==> src/hw/rtl/akat_pkg.sv <==
// ----------------------------------------------------------------------------
// akat_pkg: shared definitions for the analog key actuation tracker
// Sizes, reset values, codes and the per-key record kept in memory.
// ----------------------------------------------------------------------------
`default_nettype none

package akat_pkg;

    localparam int KEYS      = 2;
    localparam int TAPS      = 4;   // window depth, a power of two
    localparam int SMP_W     = 12;
    localparam int PCT_W     = 7;
    localparam int CFG_W     = 12;
    localparam int CFG_IDX_W = 2;

    localparam int KEY_W     = (KEYS > 1) ? $clog2(KEYS) : 1;
    localparam int SLOT_W    = (TAPS > 1) ? $clog2(TAPS) : 1;
    localparam int SUM_W     = SMP_W + SLOT_W;
    localparam int WIN_AW    = KEY_W + SLOT_W;
    localparam int WIN_DEPTH = (1 << KEY_W) * TAPS;
    localparam int NUM_W     = SMP_W + PCT_W;
    localparam int CNT_W     = $clog2(NUM_W);

    localparam int S_TDATA_W = 16;
    localparam int S_TUSER_W = 1;
    localparam int M_TDATA_W = 24;
    localparam int M_TUSER_W = 1;

    localparam int                 PCT_SCALE = 100;
    localparam logic [PCT_W-1:0]   PCT_FULL  = PCT_W'(PCT_SCALE);

    localparam logic [PCT_W-1:0]   RST_PRESS_LEVEL   = PCT_W'(75);
    localparam logic [PCT_W-1:0]   RST_RELEASE_LEVEL = PCT_W'(60);
    localparam logic [SMP_W-1:0]   RST_START_MIN     = SMP_W'(2300);
    localparam logic [SMP_W-1:0]   RST_START_MAX     = SMP_W'(2500);

    typedef enum logic [1:0] {
        EV_NONE    = 2'd0,
        EV_PRESS   = 2'd1,
        EV_RELEASE = 2'd2
    } event_t;

    typedef enum logic [CFG_IDX_W-1:0] {
        REG_PRESS_LEVEL   = 2'd0,
        REG_RELEASE_LEVEL = 2'd1,
        REG_START_MIN     = 2'd2,
        REG_START_MAX     = 2'd3
    } cfg_reg_t;

    typedef struct packed {
        logic              down;
        logic [SMP_W-1:0]  max_v;
        logic [SMP_W-1:0]  min_v;
        logic [SLOT_W-1:0] slot;
        logic [SUM_W-1:0]  sum;
    } key_rec_t;

endpackage

`default_nettype wire

==> src/hw/rtl/akat_ram.sv <==
// ----------------------------------------------------------------------------
// akat_ram: generic single-clock RAM
// One write port and one read port; read data is registered.
// ----------------------------------------------------------------------------
`default_nettype none

module akat_ram #(
    parameter int WIDTH = 8,
    parameter int DEPTH = 4
) (
    input  wire logic                                      aclk,
    input  wire logic                                      we,
    input  wire logic [((DEPTH > 1) ? $clog2(DEPTH) : 1)-1:0] waddr,
    input  wire logic [WIDTH-1:0]                          wdata,
    input  wire logic                                      re,
    input  wire logic [((DEPTH > 1) ? $clog2(DEPTH) : 1)-1:0] raddr,
    output logic      [WIDTH-1:0]                          rdata
);

    logic [WIDTH-1:0] mem [DEPTH];

    always_ff @(posedge aclk) begin
        if (we) begin
            mem[waddr] <= wdata;
        end
        if (re) begin
            rdata <= mem[raddr];
        end
    end

endmodule

`default_nettype wire

==> src/hw/rtl/analog_key_actuation_tracker.sv <==
// ----------------------------------------------------------------------------
// analog_key_actuation_tracker: Hall-effect key travel and press tracking
// Moving average, min/max calibration, percent scaling and press/release
// hysteresis for a set of analog keys, one sample per transfer.
// ----------------------------------------------------------------------------
//
//  Channel  Direction  Signals                       Contents
//  s_       in         s_tvalid s_tready s_tdata     sample in, key index in tuser
//  m_       out        m_tvalid m_tready m_tdata     average, percent, state, event
//  cfg_     in         cfg_we cfg_index cfg_wdata    hysteresis levels, start range
//
//  Each sample goes through the reads, the update, the scaling multiply and
//  the bit-serial percent divider before the block can take the next one.
//  A result sits in the output register until it is taken; the next sample
//  is accepted meanwhile, and the block waits at the end of that sample only
//  if the previous result is still unclaimed.
//  Reset is synchronous and active low. No clearing pass is needed: a
//  per-key primed flag decides whether the key record in memory is used.
//
`default_nettype none

module analog_key_actuation_tracker (
    input  wire logic                              aclk,
    input  wire logic                              aresetn,
    // Input stream.
    input  wire logic                              s_tvalid,
    output logic                                   s_tready,
    input  wire logic [akat_pkg::S_TDATA_W-1:0]    s_tdata,  // [11:0] sample
    input  wire logic [akat_pkg::S_TUSER_W-1:0]    s_tuser,  // [0] key_index
    // Result stream.
    output logic                                   m_tvalid,
    input  wire logic                              m_tready,
    // [11:0] averaged, [18:12] percent, [19] pressed, [21:20] event_res
    output logic      [akat_pkg::M_TDATA_W-1:0]    m_tdata,
    output logic      [akat_pkg::M_TUSER_W-1:0]    m_tuser,  // [0] key_out
    // Configuration writes.
    input  wire logic                              cfg_we,
    input  wire logic [akat_pkg::CFG_IDX_W-1:0]    cfg_index,
    input  wire logic [akat_pkg::CFG_W-1:0]        cfg_wdata
);

    import akat_pkg::*;

    // The sequencer walks one sample through memory reads, the update, the
    // scaling multiply, the divider and the write back.
    typedef enum logic [2:0] {
        ST_IDLE,
        ST_SLOT,
        ST_CALC,
        ST_SCALE,
        ST_DIV,
        ST_DONE
    } state_t;

    state_t state_reg, state_next;

    // Configuration registers.
    logic [PCT_W-1:0] press_level_reg;
    logic [PCT_W-1:0] release_level_reg;
    logic [SMP_W-1:0] start_min_reg;
    logic [SMP_W-1:0] start_max_reg;

    // A key's record in memory is meaningful only once the key is primed.
    logic [KEYS-1:0]   primed_reg;

    // Item and datapath registers.
    logic [KEY_W-1:0]  key_reg;
    logic [SMP_W-1:0]  sample_reg;
    logic [SLOT_W-1:0] slot_reg;
    logic [SUM_W-1:0]  sum_reg;
    logic [SMP_W-1:0]  avg_reg;
    logic [SMP_W-1:0]  min_reg;
    logic [SMP_W-1:0]  max_reg;
    logic              range_ok_reg;
    logic [NUM_W-1:0]  quo_reg;
    logic [SMP_W-1:0]  rem_reg;
    logic [SMP_W-1:0]  den_reg;
    logic [CNT_W-1:0]  cnt_reg;

    // Window fill sweep for the first sample of a key.
    logic              fill_act_reg;
    logic [SLOT_W-1:0] fill_cnt_reg;

    // Output register.
    logic              m_tvalid_reg;
    logic [M_TDATA_W-1:0] m_tdata_reg;
    logic [M_TUSER_W-1:0] m_tuser_reg;

    // ------------------------------------------------------------------
    // Handshake and memories
    // ------------------------------------------------------------------
    logic             s_acc;
    logic [KEY_W-1:0] key_in;
    logic             out_free;

    assign s_tready = (state_reg == ST_IDLE);
    assign s_acc    = s_tvalid && s_tready;
    assign out_free = !m_tvalid_reg || m_tready;

    // The key index is reduced to the number of keys present.
    assign key_in = (KEYS > 1) ? KEY_W'(s_tuser[0]) : '0;

    logic [$bits(key_rec_t)-1:0] key_rdata;
    key_rec_t                    key_rd;
    key_rec_t                    key_wr;
    logic                        key_we;

    assign key_rd = key_rec_t'(key_rdata);

    akat_ram #(
        .WIDTH ($bits(key_rec_t)),
        .DEPTH (KEYS)
    ) u_key_ram (
        .aclk  (aclk),
        .we    (key_we),
        .waddr (key_reg),
        .wdata (key_wr),
        .re    (s_acc),
        .raddr (key_in),
        .rdata (key_rdata)
    );

    logic              is_prime;
    logic [SLOT_W-1:0] cur_slot;
    logic              win_we;
    logic [WIN_AW-1:0] win_waddr;
    logic [SMP_W-1:0]  win_rdata;

    assign is_prime = !primed_reg[key_reg];
    assign cur_slot = is_prime ? '0 : key_rd.slot;

    // Fill sweep and the single-entry update never fall in the same cycle.
    assign win_we    = fill_act_reg || ((state_reg == ST_CALC) && !is_prime);
    assign win_waddr = fill_act_reg ? {key_reg, fill_cnt_reg} : {key_reg, cur_slot};

    akat_ram #(
        .WIDTH (SMP_W),
        .DEPTH (WIN_DEPTH)
    ) u_win_ram (
        .aclk  (aclk),
        .we    (win_we),
        .waddr (win_waddr),
        .wdata (sample_reg),
        .re    (state_reg == ST_SLOT),
        .raddr ({key_reg, cur_slot}),
        .rdata (win_rdata)
    );

    // ------------------------------------------------------------------
    // Window and calibration update (ST_CALC)
    // ------------------------------------------------------------------
    logic [SMP_W-1:0] old_tap;
    logic [SUM_W-1:0] base_sum;
    logic [SUM_W-1:0] new_sum;
    logic [SMP_W-1:0] avg_c;
    logic [SMP_W-1:0] min0, max0, min1, max1;

    always_comb begin
        // A fresh key behaves as if every tap already holds this sample.
        old_tap  = is_prime ? sample_reg : win_rdata;
        base_sum = is_prime ? {sample_reg, {SLOT_W{1'b0}}} : key_rd.sum;
        new_sum  = base_sum - SUM_W'(old_tap) + SUM_W'(sample_reg);
        avg_c    = new_sum[SUM_W-1 -: SMP_W];
        min0     = is_prime ? start_min_reg : key_rd.min_v;
        if (is_prime) begin
            max0 = (sample_reg > start_max_reg) ? sample_reg : start_max_reg;
        end else begin
            max0 = key_rd.max_v;
        end
        min1 = min0;
        max1 = max0;
        priority if (avg_c < min0) begin
            min1 = avg_c;
        end else if (avg_c > max0) begin
            max1 = avg_c;
        end
    end

    // ------------------------------------------------------------------
    // Scaling (ST_SCALE): the average never sits below the minimum here.
    // ------------------------------------------------------------------
    logic [NUM_W-1:0] num_c;

    assign num_c = NUM_W'(avg_reg - min_reg) * NUM_W'(PCT_SCALE);

    // ------------------------------------------------------------------
    // One restoring division step per cycle (ST_DIV).
    // ------------------------------------------------------------------
    logic [SMP_W:0]   trial;
    logic             trial_ge;
    logic [SMP_W:0]   trial_diff;

    assign trial      = {rem_reg, quo_reg[NUM_W-1]};
    assign trial_ge   = (trial >= {1'b0, den_reg});
    assign trial_diff = trial - {1'b0, den_reg};

    // ------------------------------------------------------------------
    // Percent, hysteresis and write back (ST_DONE)
    // ------------------------------------------------------------------
    logic [PCT_W-1:0]  pct;
    logic              down_old;
    logic              down_new;
    event_t            ev;
    logic [SLOT_W-1:0] slot_inc;
    logic              done_go;

    always_comb begin
        if (!range_ok_reg) begin
            pct = '0;
        end else if (quo_reg > NUM_W'(PCT_SCALE)) begin
            pct = PCT_FULL;
        end else begin
            pct = quo_reg[PCT_W-1:0];
        end
        down_old = is_prime ? 1'b0 : key_rd.down;
        down_new = down_old;
        ev       = EV_NONE;
        priority if ((pct >= press_level_reg) && !down_old) begin
            down_new = 1'b1;
            ev       = EV_PRESS;
        end else if ((pct <= release_level_reg) && down_old) begin
            down_new = 1'b0;
            ev       = EV_RELEASE;
        end
        slot_inc = (slot_reg == SLOT_W'(TAPS - 1)) ? '0 : slot_reg + 1'b1;
    end

    assign done_go = (state_reg == ST_DONE) && out_free && !fill_act_reg;
    assign key_we  = done_go;

    always_comb begin
        key_wr.down  = down_new;
        key_wr.max_v = max_reg;
        key_wr.min_v = min_reg;
        key_wr.slot  = slot_inc;
        key_wr.sum   = sum_reg;
    end

    // ------------------------------------------------------------------
    // Sequencer
    // ------------------------------------------------------------------
    always_comb begin
        state_next = state_reg;
        unique case (state_reg)
            ST_IDLE:  if (s_acc) begin
                state_next = ST_SLOT;
            end
            ST_SLOT:  state_next = ST_CALC;
            ST_CALC:  state_next = ST_SCALE;
            ST_SCALE: state_next = ST_DIV;
            ST_DIV:   if (cnt_reg == '0) begin
                state_next = ST_DONE;
            end
            ST_DONE:  if (done_go) begin
                state_next = ST_IDLE;
            end
            default:  state_next = ST_IDLE;
        endcase
    end

    always_ff @(posedge aclk) begin
        if (!aresetn) begin
            state_reg         <= ST_IDLE;
            primed_reg        <= '0;
            fill_act_reg      <= 1'b0;
            fill_cnt_reg      <= '0;
            m_tvalid_reg      <= 1'b0;
            press_level_reg   <= RST_PRESS_LEVEL;
            release_level_reg <= RST_RELEASE_LEVEL;
            start_min_reg     <= RST_START_MIN;
            start_max_reg     <= RST_START_MAX;
        end else begin
            state_reg <= state_next;

            if (cfg_we) begin
                unique case (cfg_reg_t'(cfg_index))
                    REG_PRESS_LEVEL:   press_level_reg   <= cfg_wdata[PCT_W-1:0];
                    REG_RELEASE_LEVEL: release_level_reg <= cfg_wdata[PCT_W-1:0];
                    REG_START_MIN:     start_min_reg     <= cfg_wdata[SMP_W-1:0];
                    REG_START_MAX:     start_max_reg     <= cfg_wdata[SMP_W-1:0];
                    default: ;
                endcase
            end

            if (s_acc) begin
                key_reg    <= key_in;
                sample_reg <= s_tdata[SMP_W-1:0];
            end

            if (fill_act_reg) begin
                fill_cnt_reg <= fill_cnt_reg + 1'b1;
                if (fill_cnt_reg == SLOT_W'(TAPS - 1)) begin
                    fill_act_reg <= 1'b0;
                end
            end

            unique case (state_reg)
                ST_CALC: begin
                    slot_reg <= cur_slot;
                    sum_reg  <= new_sum;
                    avg_reg  <= avg_c;
                    min_reg  <= min1;
                    max_reg  <= max1;
                    if (is_prime) begin
                        fill_act_reg <= 1'b1;
                        fill_cnt_reg <= '0;
                    end
                end
                ST_SCALE: begin
                    range_ok_reg <= (max_reg > min_reg);
                    quo_reg      <= num_c;
                    rem_reg      <= '0;
                    den_reg      <= max_reg - min_reg;
                    cnt_reg      <= CNT_W'(NUM_W - 1);
                end
                ST_DIV: begin
                    rem_reg <= trial_ge ? trial_diff[SMP_W-1:0] : trial[SMP_W-1:0];
                    quo_reg <= {quo_reg[NUM_W-2:0], trial_ge};
                    cnt_reg <= cnt_reg - 1'b1;
                end
                default: ;
            endcase

            // A new result replaces one that is taken in the same cycle.
            if (done_go) begin
                primed_reg[key_reg] <= 1'b1;
                m_tvalid_reg        <= 1'b1;
                m_tdata_reg         <= M_TDATA_W'({ev, down_new, pct, avg_reg});
                m_tuser_reg         <= M_TUSER_W'(key_reg);
            end else if (m_tvalid_reg && m_tready) begin
                m_tvalid_reg <= 1'b0;
            end
        end
    end

    assign m_tvalid = m_tvalid_reg;
    assign m_tdata  = m_tdata_reg;
    assign m_tuser  = m_tuser_reg;

endmodule

`default_nettype wire

==> config.mk <==
export PLATFORM = sky130hd
export DESIGN_NAME = analog_key_actuation_tracker
export DESIGN_NICKNAME = d
export VERILOG_FILES = /design/src/hw/rtl/akat_pkg.sv /design/src/hw/rtl/akat_ram.sv /design/src/hw/rtl/analog_key_actuation_tracker.sv
export SDC_FILE = /design/constraint.sdc
export NUM_CORES = 1
export LEC_CHECK = 0
export BUFFER_PORTS_ARGS = -buffer_cell sky130_fd_sc_hd__buf_4
export CAP_MARGIN = 20
export CORE_MARGIN = 5
export CORE_UTILIZATION = 55
export CTS_CLUSTER_SIZE = 12
export DETAILED_ROUTE_END_ITERATION = 8
export PLACE_DENSITY = 0.72
export SYNTH_ARGS = -nofsm -noshare
export SYNTH_HDL_FRONTEND = slang
export SYNTH_SLANG_ARGS = --single-unit
==> constraint.sdc <==
create_clock -name aclk -period 10 [get_ports aclk]
set_input_delay 1 -clock aclk [delete_from_list [all_inputs] [get_ports aclk]]
set_output_delay 1 -clock aclk [all_outputs]
set_load 0.05 [all_outputs]
==> run_results.csv <==
group,metric,value,unit
yosys,synth_top_area_share,52.8,%
yosys,synth_edf_count,356,
route,remaining_drc_errors,0,
power_and_ir_drop,leakage,8.62,nW
route,routed_wirelength,45.4,mm
layout,largest_register,"u_win_ram.mem",
critical_path,crit_family,"compound AO/OA/AOI/OAI gates",
layout,largest_register_ffs,96,
placement,place_ws,3.47,ns
sta,period_share,65.8,%
route,firstDrtPassIters,5,
layout,drive_above_1_share,13.5,%
critical_path,path_max_fanout,46,
route,dr.max_layer_used,"met4",
sta,tns,0,ns
die,ios,63,
cts,cts_resized,0,
sta,final-setup-viol-count,0,
route,wl_per_cell,20.6,um
critical_path,worst-path-buf-inv,3,
sta,hold_viol_final,0,
grt,grt_start_max_net_pins,68,
yosys,async_flop_share,0,%
cts,cts.path.max_buffers,3,
power_and_ir_drop,p_per_area,210,nW/um^2
grt,gr-usage-all-layers,22.1,%
cts,clock_latency,0.56,ns
route,wl_met3,2.87,mm
cts,numCtsBuffers,42,
layout,syn_to_final_growth,11.6,%
yosys,synth_top_area_cell,"edfxtp_1",
yosys,synthCells,1630,
die,core_area,36500,um^2
layout,postLayoutCoreUtil,61.9,%
cts,cts_root_buffer,"clkbuf_16",
cts,cts.clk_slew.worst_paths,0.06,ns
yosys,synth_area_leaders,"edfxtp_1 (53%), ha_1 (8.5%), dfxtp_1 (4.6%)",
cts,clock_sinks,403,
route,route.layer.met1.wl,20.5,mm
route,drt_iter0_drc,1179,
grt,grt-ovfl-total,0,
cts,htree_levels,2,
route,final_antenna_net_count,0,
critical_path,critPathArrivalTime,6.87,ns
critical_path,path_cells,"buf_4 > mux2i_1 > buf_4 > nand2_1 > a21boi_0 > fa_1 > ha_1 > a211oi_1 > o21bai_1 > o31a_1 > a21oi_1 > o21ai_0 > xnor2_1 > inv_1 > ha_1 > nand2_1 > or4_1 > a21oi_1 > o22a_2 > o211a_4 > mux2_2",
yosys,syn_avg_cell_area,12.4,um^2
yosys,ys.flop_type,"edfxtp_1",
critical_path,crit_type,"reg2reg",
sta,worst_slack,3.42,ns
sta,period_needed,6.58,ns
grt,grt_pass1_wl,70.9,mm
yosys,ys_warn_count,0,
die,die_area,40800,um^2
sta,slew_headroom,24.6,%
sta,finClkSkew,0.0217,ns
worst_hold_path,min_path_type,"reg2reg",
yosys,synth-seq-cells,403,
route,wl_met2,20.9,mm
cts,hold_buffers,0,
die,die_x,202,um
power_and_ir_drop,finalPower,0.00474,W
cts,cts_setup_buffers,0,
critical_path,cp.required,10.29,ns
layout,nets,1907,
yosys,ys_types,75,
yosys,ys_seq_area_share,57.4,%
layout,largest_registers,"u_win_ram.mem: 96 flops, u_key_ram.mem: 82 flops, u_key_ram.rdata: 41 flops",
die,std_cell_rows,70,
yosys,synthesis.area,20300,um^2
route,vias,12858,
route,post_drt_via_cell_ratio,5.83,
layout,antenna_cells,0,
critical_path,critical_path.slowest_cell,"fa_1",
outcome,outcome,"finished clean",
placement,gp_congestion,0.893,
sta,rsz0062_at_grt,"false",
sta,fmax,0.152,GHz
job,maxCapViolations,0,
die,chipHeight,202,um
layout,most-common-layout-cells,"edfxtp_1 (356), nand2_1 (164), ha_1 (138)",
critical_path,crit_path_start_kind,"register",
sta,maxSlewViolCount,0,
placement,io_buffers,56,
cts,cts_tree,"done",
grt,antenna_found_initial,0,
grt,grt_pass1_vias,12486,
layout,layout_commonest_cell,"edfxtp_1",
placement,hpwl,31.2,mm
power_and_ir_drop,ir_worst_vdd,148,uV
die,initial_core_util,55.5,%
sta,tightest_slew,1.13,ns
critical_path,worst_setup_path_end_kind,"register",
critical_path,cp_slowest_stage_delay,0.53,ns
-- routing by layer --
layer / global-route usage (%) / up-vias
li1: - / 6066
met1: 32.2 / 6350
met2: 34.9 / 378
met3: 3.56 / 64
met4: 6.25 / 0
met5: 0 / -
-- kinds of logic after synthesis --
kind of cell    Yosys count  synth area share (%)
simple gates            416                  9.29
flops                   403                  57.4
buf+inv                 189                  3.70
fa+ha+maj               165                  11.2
mux                     116                  6.97
xor+xnor                 50                  2.16
other cells               1                0.0185
compound gates          290                  9.24
-- path summary, 6_finish.rpt --
kind | startpoint | to | slack [ns] | depth (start not counted)
worst min-delay path | sum_reg[1] | u_key_ram.mem[0][1] | 0.44 | 0
worst max-delay path | key_reg | max_reg[0] | 3.42 | 21
worst min register to register | sum_reg[1] | u_key_ram.mem[0][1] | 0.44 | 0
worst max register to register | key_reg | max_reg[0] | 3.42 | 21
-- cell type report --
| cell class | instances | area [um^2] |
|---|---|---|
| Clock buffer | 67 | 1200 |
| Clock inverter | 9 | 143 |
| Tap cell | 468 | 586 |
| Multi-Input combinational cell | 1039 | 7900 |
| Timing Repair Buffer | 83 | 627 |
| Inverter | 137 | 514 |
| Fill cell | 2801 | 13900 |
| Sequential cell | 403 | 11600 |
-- where the power goes --
| group | switching (W) | internal (W) | total, W |
|---|---|---|---|
| Clock | 0.000641 | 0.000879 | 0.00152 |
| Sequential | 0.0000423 | 0.00195 | 0.00199 |
| Combinational | 0.000703 | 0.000526 | 0.00123 |
| Total | 0.00139 | 0.00336 | 0.00474 |
-- through the flow --
stage | instances | hold slack (ns) | area, um^2
floorplan | 1631 | 0.421 | 20300
global placement | 2127 | 0.427 | 21200
detailed placement | 2127 | 0.451 | 21200
CTS | 2203 | 0.444 | 22600
global route | 2206 | 0.474 | 22600
finish | 2206 | 0.436 | 22600
-- cell usage after synthesis (16+ instances only) --
| cell type | count |
|---|---|
| dfxtp_1 | 47 |
| nor2_1 | 110 |
| a21boi_0 | 22 |
| nor3_1 | 32 |
| o21a_1 | 23 |
| nor2b_1 | 22 |
| o21ai_0 | 66 |
| ha_1 | 138 |
| o211ai_1 | 16 |
| edfxtp_1 | 356 |
| a21oi_1 | 81 |
| and2_1 | 17 |
| nand3_1 | 16 |
| mux2_2 | 56 |
| inv_1 | 136 |
| xnor2_1 | 35 |
| fa_1 | 27 |
| nand2_1 | 164 |
| mux2i_1 | 39 |
| clkbuf_1 | 34 |
-- worst reg2reg max path, cell delays in order, from the launching register on --
cell      delay [ns]
edfxtp_1        0.37
buf_4           0.52
mux2i_1         0.33
buf_4           0.24
nand2_1         0.09
a21boi_0        0.18
fa_1            0.53
ha_1            0.32
a211oi_1        0.25
o21bai_1        0.13
o31a_1          0.28
a21oi_1         0.22
o21ai_0         0.13
xnor2_1         0.31
inv_1           0.15
ha_1            0.33
nand2_1         0.07
or4_1           0.50
a21oi_1         0.16
o22a_2          0.46
o211a_4         0.39
mux2_2          0.37
(Power assumes the default switching activity.)
